$ cat config.mk
export PLATFORM = sky130hd
export DESIGN_NAME = rad_ctrl
export DESIGN_NICKNAME = d
export VERILOG_FILES = /design/src/design/rad_pkg.sv /design/src/design/rad_ctrl.sv
export SDC_FILE = /design/constraint.sdc
export NUM_CORES = 1
export LEC_CHECK = 0
export BUFFER_PORTS_ARGS = -buffer_cell sky130_fd_sc_hd__buf_4
export CORE_AREA = 2 2 39 41
export DETAILED_ROUTE_END_ITERATION = 12
export DIE_AREA = 0 0 41 43
export GPL_TIMING_DRIVEN = 0
export SYNTH_ARGS = -nofsm -noshare
export SYNTH_HDL_FRONTEND = slang
export SYNTH_SLANG_ARGS = --single-unit
$ cat constraint.sdc
create_clock -name clk -period 1.9 [get_ports clk]
set_input_delay 0.285 -clock clk [delete_from_list [all_inputs] [get_ports clk]]
set_output_delay 0.285 -clock clk [all_outputs]
set_load 0.1 [all_outputs]
$ cat src/design/rad_pkg.sv
// Shared types, constants and codes for the recentering array deque.
package rad_pkg;
  localparam int MAX_CAPACITY = 1024;
  localparam int DATA_WIDTH = 32;
  localparam int AW = $clog2(MAX_CAPACITY);
  localparam int CW = AW + 1;

  localparam logic [2:0] FUNC_PUSH_BACK = 3'd0;
  localparam logic [2:0] FUNC_PUSH_FRONT = 3'd1;
  localparam logic [2:0] FUNC_POP_BACK = 3'd2;
  localparam logic [2:0] FUNC_POP_FRONT = 3'd3;
  localparam logic [2:0] FUNC_GET = 3'd4;
  localparam logic [2:0] FUNC_SET = 3'd5;

  localparam logic [1:0] REG_INIT_CAP = 2'd0;
  localparam logic [1:0] REG_LOW_FACTOR = 2'd1;
  localparam logic [1:0] REG_HIGH_FACTOR = 2'd2;

  typedef struct packed {
    logic start;
    logic copy_rd;
    logic copy_wr;
    logic copy_done;
    logic finish;
  } rad_cmd_t;

  typedef struct packed {
    logic need_copy;
    logic copy_last;
    logic refused;
    logic copy_empty;
  } rad_sts_t;
endpackage

$ cat src/design/rad_ctrl.sv
// Controller state machine sequencing an operation and its re-centering copy.
module rad_ctrl (
  input  logic              clk,
  input  logic              rst_n,
  input  logic              in_fire,
  input  logic              out_free,
  input  rad_pkg::rad_sts_t sts,
  output rad_pkg::rad_cmd_t cmd,
  output logic              busy
);
  import rad_pkg::*;

  localparam logic [2:0] ST_IDLE = 3'd0;
  localparam logic [2:0] ST_DECIDE = 3'd1;
  localparam logic [2:0] ST_CRD = 3'd2;
  localparam logic [2:0] ST_CWR = 3'd3;
  localparam logic [2:0] ST_FIN = 3'd4;

  logic [2:0] state_r, state_nxt;

  always_ff @(posedge clk) begin
    if (!rst_n) begin
      state_r <= ST_IDLE;
    end else begin
      state_r <= state_nxt;
    end
  end

  always_comb begin
    state_nxt = state_r;
    cmd = '0;
    cmd.start = in_fire;
    case (state_r)
      ST_IDLE: begin
        if (in_fire) state_nxt = ST_DECIDE;
      end
      ST_DECIDE: begin
        if (sts.need_copy && !sts.refused) begin
          if (sts.copy_empty) begin
            cmd.copy_done = 1'b1;
            state_nxt = ST_FIN;
          end else begin
            state_nxt = ST_CRD;
          end
        end else begin
          state_nxt = ST_FIN;
        end
      end
      ST_CRD: begin
        cmd.copy_rd = 1'b1;
        state_nxt = ST_CWR;
      end
      ST_CWR: begin
        cmd.copy_wr = 1'b1;
        if (sts.copy_last) begin
          cmd.copy_done = 1'b1;
          state_nxt = ST_FIN;
        end else begin
          state_nxt = ST_CRD;
        end
      end
      ST_FIN: begin
        if (out_free) begin
          cmd.finish = 1'b1;
          state_nxt = ST_IDLE;
        end
      end
      default: state_nxt = ST_IDLE;
    endcase
  end

  assign busy = (state_r != ST_IDLE);
endmodule

==> metrics.txt, run 1 <==
outcome completed; final WL 549 µm; dominant cell type by area after synthesis dfxtp_1; worst vdd ir 0.356 mV; DRT iter0 DRCs 2; cts hold-fix bufs 0; max reg flops 3; design area 370 µm²; Worst-Margin Slew 290 ps; final RePlAce weighted congestion 0.691; CP arrival roughly 1400 ps; switching power ~0.09 mW; Fmax achieved about 0.61 GHz; Worst-Skew Late Latency around 230 ps; post-DP HPWL 431 µm; CTS resizes 0; fin cells between 50 and 60; initial antenna violation count 0; final hold violations 0; clk sinks 3; global-route wire length before repair 890 µm; max_cap viols 0; net switching share of the total power 34.6%; setup repair after global routing missed its margin no; Max Buffers Root-to-Sink 2; number of global-route vias before repair 226; Syn Area/Cell about 9 µm²; min Tclk post-route 1650 ps; H-tree levels 1; FP Rows 14; Fin Clk Skew 3.01 ps; TritonCTS clock tree done; fin util between 20% and 30%; total CTS buffers 3; top post-synthesis cells by area dfxtp_1 28%, and4bb_2 12%, nor4b_1 8.1%, buf_4 6.9%, nor2b_4 6.4%; Critical Path RT 1620 ps; internal power 0.172 mW; GRT Total Usage 8.02%; WL/cell 9.63 µm; Post-route DRC 0; ANT cells 0; total congestion overflow 0; dpl cell area roughly 340 µm²; starting density of the core 15.6%; Crit Path Class flop to primary output; Regs by FF count state_r: 3 flops; number of setup buffers added after CTS 0; Synth cell types 16; Startpoint Class flop; final hold slack 266 ps; mapped cell area between 200 and 250 µm²; Die ar. 1760 µm²; dpl cells 53; CTS clk-pin slew, worst paths 40 ps; Worst Path Max Fanout 10; drt via density 4.21; I/O pins 14; top cell type's share of synthesized area between 20% and 30%; Die W between 40 and 50 µm; core area 1380 µm²; sequential power share a little over a quarter; clock power share 43.0%; #FFs+latches synth 3; endpoint type of the worst setup path primary output; Power Density around 710 nW/µm²; Port Buffers 13; vias 240; final-report max-slew violation count 0; Leak Pwr 0.153 nW; largest reg by FF count state_r; final setup vio count 0; Nets 50; fill count 156; Comb power frac 29.6%; Final Cycle Share 86.9%; Post-Syn Instances 24; Slew HR between 80% and 90%; height of the die ~43 µm; hold crit path type input port to flop; sequential area share after synthesis 27.7%; Area Growth Syn to Fin 71.1%; final antenna-violating net count 0; post-synth net total 32; root buffer cell clkbuf_4; synthesis warning total 0; first-pass iteration count of the detailed router 4; fraction of final layout cells sized beyond drive strength 1 roughly 61%; pin count of the biggest net entering global routing 11
## stage by stage
stage               power, mW  setup WS [ps]  TNS [ps]
finish                  0.263            249         0
global route            0.283            173         0
CTS                     0.272            221         0
detailed placement      0.151            475         0
global placement        0.150            489         0
floorplan               0.126          -85.3     -85.3
## final cells by class
type	count	area [µm²]	share of cell area, %
clock buffers	4	26.3	7.09
multi-input cells	18	148	39.9
plain buffers	2	15.0	4.05
well taps	16	20.0	5.41
flip-flops and latches	3	60.1	16.2
repair buffers	13	97.6	26.4
inverters	1	3.75	1.01
## final timing paths
path                            startpoint    endpoint  slack (ps)  cells past startpoint
worst max-delay path            state_r[1]      cmd[1]         250                      5
worst min-delay path                 rst_n  state_r[2]         270                      2
worst max register to register  state_r[0]  state_r[2]         880                      3
worst min register to register  state_r[2]  state_r[0]         560                      1
## power groups by stage
| stage | registers, mW | clock network (mW) | logic [mW] |
|---|---|---|---|
| finish | 0.0719 | 0.113 | 0.0779 |
| floorplan | 0.0713 | 0 | 0.0551 |
| CTS | 0.0718 | 0.122 | 0.0785 |
| global route | 0.0726 | 0.128 | 0.0819 |
| detailed placement | 0.0728 | 0 | 0.0785 |
| global placement | 0.0727 | 0 | 0.0776 |
## synthesized netlist by cell type
cell,number
nand3_1,1
nor2_1,3
or3_1,1
nor3_1,1
nor4bb_1,1
and4bb_2,2
nor2b_4,1
inv_1,1
buf_4,2
a21oi_1,2
nand2b_1,1
dfxtp_1,3
a211oi_1,1
nor4b_1,2
o21a_1,1
nor3b_2,1
## per-layer routing
metal | up-vias | part of all wire [%] | wire (µm) | GRT usage (%)
li1 | 123 | - | - | -
met3 | 0 | 11 | 62 | 4.71
met4 | 0 | 0 | 0 | 6.00
met2 | 14 | 48 | 264 | 11.3
met5 | - | 0 | 0 | 0
met1 | 103 | 41 | 223 | 8.33
## critical path, stage by stage (launching register included)
cell and delay [ps]:
dfxtp_1 290, buf_4 150, and4bb_2 280, a21oi_1 50
nor2_2 80, buf_4 290
## cells in the final DEF, fill, tap and decap left out
master	synthesis	final
nor4b_1	2	2
and4bb_2	2	2
buf_4	2	15
nor3b_2	1	1
or3_1	1	1
clkbuf_1	0	1
inv_1	1	1
nor2_1	3	1
clkbuf_4	0	3
dfxtp_1	3	3
nand3_1	1	1
a211oi_1	1	1
nor4bb_1	1	1
nor2_2	0	2
nor2b_4	1	1
o21a_1	1	1
nor3_2	0	1
a21oi_1	2	2
nand2b_1	1	1
## kinds of logic (layout without fill, tap and decap cells)
family                 count (synthesis)  count (layout)  share of synthesized area [%]
AND/OR/NAND/NOR                       14              14                           52.0
AO/OA/AOI/OAI                          4               4                           11.6
flip-flops                             3               3                           27.7
buffers and inverters                  3              20                           8.67
No activity file was read; power rests on OpenSTA's default activity.
==> inputs of run 2 (changes only) <==
--- a/config.mk
+++ b/config.mk
@@ -5,6 +5,7 @@
 export SDC_FILE = /design/constraint.sdc
 export NUM_CORES = 1
 export LEC_CHECK = 0
+export ABC_AREA = 1
 export BUFFER_PORTS_ARGS = -buffer_cell sky130_fd_sc_hd__buf_4
 export CORE_AREA = 2 2 39 41
 export DETAILED_ROUTE_END_ITERATION = 12
==> metrics.txt, run 2 <==
outcome completed; Power Density 713 nW/µm²; setup repair after global routing missed its margin no; setup tns final 0 ps; number of global-route vias before repair roughly 230; TritonCTS clock tree done; critical path's largest stage delay 460 ps; global-route wire length before repair 800 µm; total congestion overflow 0; mapped cell area ~220 µm²; hold crit path type input port to flop; CP arrival 1290 ps; design area 385 µm²; Worst-Skew Late Latency about 230 ps; Post-Syn Instances 37; critical path, cell by cell nand3_1, o21ai_2, buf_4; worst vdd ir 0.187 mV; Nets 63; max reg flops 3; #FFs+latches synth 3; clk sinks 3; fin cells 70; DRT iter0 DRCs 4; sequential area share after synthesis 27.3%; CP max-delay cell dfxtp_1; Crit Path Class flop to primary output; min Tclk post-route 1570 ps; final hold violations 0; dpl cells 66; post-DP HPWL roughly 440 µm; commonest non-fill, non-tap cell in the layout buf_4; total CTS buffers 3; vias 276; leading register cell type out of synthesis dfxtp_1; WP buf/inv 1; Area Growth Syn to Fin 75.0%; Final Cycle Share 82.6%; register area 60.1 µm²; cts hold-fix bufs 0; Slew HR around 82%; first-pass iteration count of the detailed router 4; synthesis warning total 0; max_cap viols 0; number of setup buffers added after CTS 0; top cell type's share of synthesized area 27.3%; H-tree levels 1; Die ar. 1760 µm²; Worst Path Max Fanout 7; final WL 529 µm; Fin Clk Skew 1.48 ps; Regs by FF count state_r: 3 flops; Post-route DRC 0; dominant cell type by area after synthesis dfxtp_1; core area roughly 1400 µm²; Die W 41 µm; fill count 152; pin count of the biggest net entering global routing 9; Synth cell types 13; largest reg by FF count state_r; footprint of the multi-input gates 133 µm²; post-synth net total 45; fraction of final layout cells sized beyond drive strength 1 40.7%; ys async rst share 0%; ANT cells 0; Port Buffers 13; starting density of the core 15.9%; WL/cell 7.56 µm; root buffer cell clkbuf_4; most frequent cells in the layout 14 x buf_4, 7 x inv_1, 7 x nor2_1; final setup vio count 0; most frequent cell after synthesis nor2_1; Critical Path RT 1620 ps; CTS clk-pin slew, worst paths 40 ps; final antenna-violating net count 0; drt via density 3.94; Fmax achieved 0.637 GHz; final-report max-slew violation count 0; delay-heaviest family, CP flip-flops; CTS resizes 0; Max Buffers Root-to-Sink 2; Worst-Margin Slew 272 ps; initial antenna violation count 0; Syn Area/Cell around 6 µm²; Commonest cells post-synth 8 x nor2_1, 7 x inv_1, 6 x nand2_1; I/O pins 14; final RePlAce weighted congestion roughly 0.70; Post-synth EDFFs 0; Startpoint Class flop; height of the die 43 µm; dpl cell area about 360 µm²; Leak Pwr 0.206 nW; endpoint type of the worst setup path primary output; top post-synthesis cells by area dfxtp_1 27%, nor2_1 14%, inv_1 12%, nand2_1 10%, nand3_1 9.1%; GRT Total Usage 7.11%; FP Rows 14
## run 2: cell families (layout without fill, tap and decap cells)
group	count (synthesis)	after routing	synth area share [%]
simple gates	22	22	44.9
buf+inv	10	27	22.2
flops	3	3	27.3
compound gates	2	2	5.68
## run 2: layer usage
metal / track usage (%) / part of all wire, %
met5: 0 / 0
met4: 8.00 / 0
met3: 3.14 / 6.4
met2: 10.0 / 50
met1: 6.71 / 44
## run 2: cell type report
type	count	area share [%]
sequential	3	15.6
inverter	8	7.79
multi-input combinational	24	34.4
timing repair buffer	13	25.3
buffer	2	4.87
clock buffer	4	6.82
tap	16	5.19
## run 2: metrics by stage
stage	utilization, %	hold WS (ps)	setup WS [ps]	total power [mW]
global placement	25.9	482	574	0.165
global route	27.8	273	237	0.290
floorplan	-	383	102	0.140
detailed placement	25.9	481	567	0.165
finish	27.8	243	330	0.275
CTS	27.8	236	314	0.283
## run 2: worst min-delay path, cell delays in order
cell     delay, ps
buf_4           80
nand2_1         40
inv_1           40
## run 2: final timing paths
path | slack [ps] | start | cells after the start | to
hold reg to reg | 610 | state_r[2] | 3 | state_r[0]
setup reg to reg | 910 | state_r[0] | 5 | state_r[1]
hold / removal | 240 | rst_n | 3 | state_r[2]
setup / recovery | 330 | state_r[0] | 3 | cmd[1]
## run 2: report_power, final
group	leakage, nW	switching, mW	internal, mW
Clock	0.0150	0.0324	0.0787
Combinational	0.167	0.0643	0.0276
Sequential	0.0245	0.00485	0.0670
==> inputs of run 3 (changes only) <==
==> constraint.sdc (replaced) <==
create_clock -name clk -period 1.6 [get_ports clk]
set_input_delay 0.24 -clock clk [delete_from_list [all_inputs] [get_ports clk]]
set_output_delay 0.24 -clock clk [all_outputs]
set_load 0.1 [all_outputs]
==> metrics.txt, run 3 (synthesized netlist as in run 2, its figures left out) <==
GRT Total Usage 7.01%; Nets 63; pin count of the biggest net entering global routing 9; drt via density 3.96; Port Buffers 13; max_cap viols 0; I/O pins 14; initial antenna violation count 0; largest reg by FF count state_r; commonest non-fill, non-tap cell in the layout buf_4; Max Buffers Root-to-Sink 2; final-report max-slew violation count 0; Power Density between 800 and 900 nW/µm²; setup repair after global routing missed its margin no; Leak Pwr 0.208 nW; outcome completed; fill count ~150; fin cells 70; Final Cycle Share between 90% and 100%; cts hold-fix bufs 0; Worst-Skew Late Latency 230 ps; starting density of the core 15.9%; Crit Path Class flop to primary output; root buffer cell clkbuf_4; final setup vio count 0; Worst-Margin Slew 277 ps; H-tree levels 1; Area Growth Syn to Fin 80.1%; global-route wire length before repair 800 µm; Die W 41 µm; final RePlAce weighted congestion 0.691; clk sinks 3; TritonCTS clock tree done; height of the die 43 µm; hold crit path type input port to flop; final antenna-violating net count 0; overall power 0.326 mW; CTS clk-pin slew, worst paths 40 ps; max reg flops 3; CP arrival 1280 ps; Critical Path RT approximately 1400 ps; Post-route DRC 0; final WL between 500 and 600 µm; WL/cell 7.61 µm; vias 277; number of global-route vias before repair 222; DRT iter0 DRCs 8; first-pass iteration count of the detailed router 4; Slew HR 81.5%; core area roughly 1400 µm²; Startpoint Class flop; ANT cells 0; FP Rows 14; most frequent cells in the layout 13 x buf_4, 7 x inv_1, 7 x nor2_1; endpoint type of the worst setup path primary output; total congestion overflow 0; fraction of final layout cells sized beyond drive strength 1 40.7%; post-DP HPWL roughly 440 µm; final hold violations 0; total CTS buffers 3; Worst Path Max Fanout 7; Fmax achieved 0.659 GHz; Die ar. ~1800 µm²; worst vdd ir about 0.24 mV; Regs by FF count state_r: 3 flops; dpl cells 66; min Tclk post-route 1520 ps; Fin Clk Skew 2.94 ps
[run 3: cell counts in the layout (fill, tap and decap cells not counted)]
No cell type changed its count.
[run 3: report_power, final]
part / leakage (nW) / switching, mW / total (mW) / internal (mW)
clock network: 0.0150 / 0.0362 / 0.129 / 0.0933
registers: 0.0245 / 0.00600 / 0.0856 / 0.0796
logic: 0.168 / 0.0779 / 0.111 / 0.0334
[run 3: timing repair]
| action | 4_1_cts | 5_1_grt |
|---|---|---|
| resized for setup | 0 | 1 |
| setup buffers | 0 | 0 |
| endpoints found under the setup margin | 0 | 1 |
| hold endpoints to repair | 0 | 0 |
[run 3: final cells by class]
cell class | instances | area, µm² | share of cell area (%)
clock buffers | 4 | 26.3 | 6.62
repair buffers | 13 | 101 | 25.6
multi-input cells | 24 | 140 | 35.3
well taps | 16 | 20.0 | 5.05
flip-flops and latches | 3 | 60.1 | 15.1
inverters | 8 | 30.0 | 7.57
plain buffers | 2 | 18.8 | 4.73
[run 3: through the flow]
stage	setup WS (ps)	instance area (µm²)	TNS [ps]	util [%]	hold WS, ps
floorplan	-153	249	-153	-	338
global placement	279	367	0	26.5	438
detailed placement	271	367	0	26.5	452
CTS	23.5	393	0	28.4	216
global route	5.19	397	0	28.7	237
finish	82.9	397	0	28.7	216
[run 3: metal layers]
| metal | share of wire, % | routed length [µm] | track usage, % | vias to the layer above |
|---|---|---|---|---|
| met4 | 0 | 0 | 8.00 | 0 |
| met5 | 0 | 0 | 0 | - |
| met1 | 44 | 235 | 7.67 | 115 |
| met3 | 8.3 | 44 | 1.57 | 0 |
| li1 | - | - | - | 150 |
| met2 | 47 | 252 | 9.69 | 12 |
[run 3: worst paths after layout]
kind	startpoint	endpoint	slack (ps)	depth (start not counted)
max	state_r[0]	cmd[1]	80	3
min	rst_n	state_r[2]	220	3
max reg2reg	state_r[0]	state_r[2]	610	4
min reg2reg	state_r[2]	state_r[0]	610	3
[run 3: critical path: stages (launching register included)]
cell and delay [ps]:
dfxtp_1 470, nand3_1 190, o21ai_4 160, buf_6 230
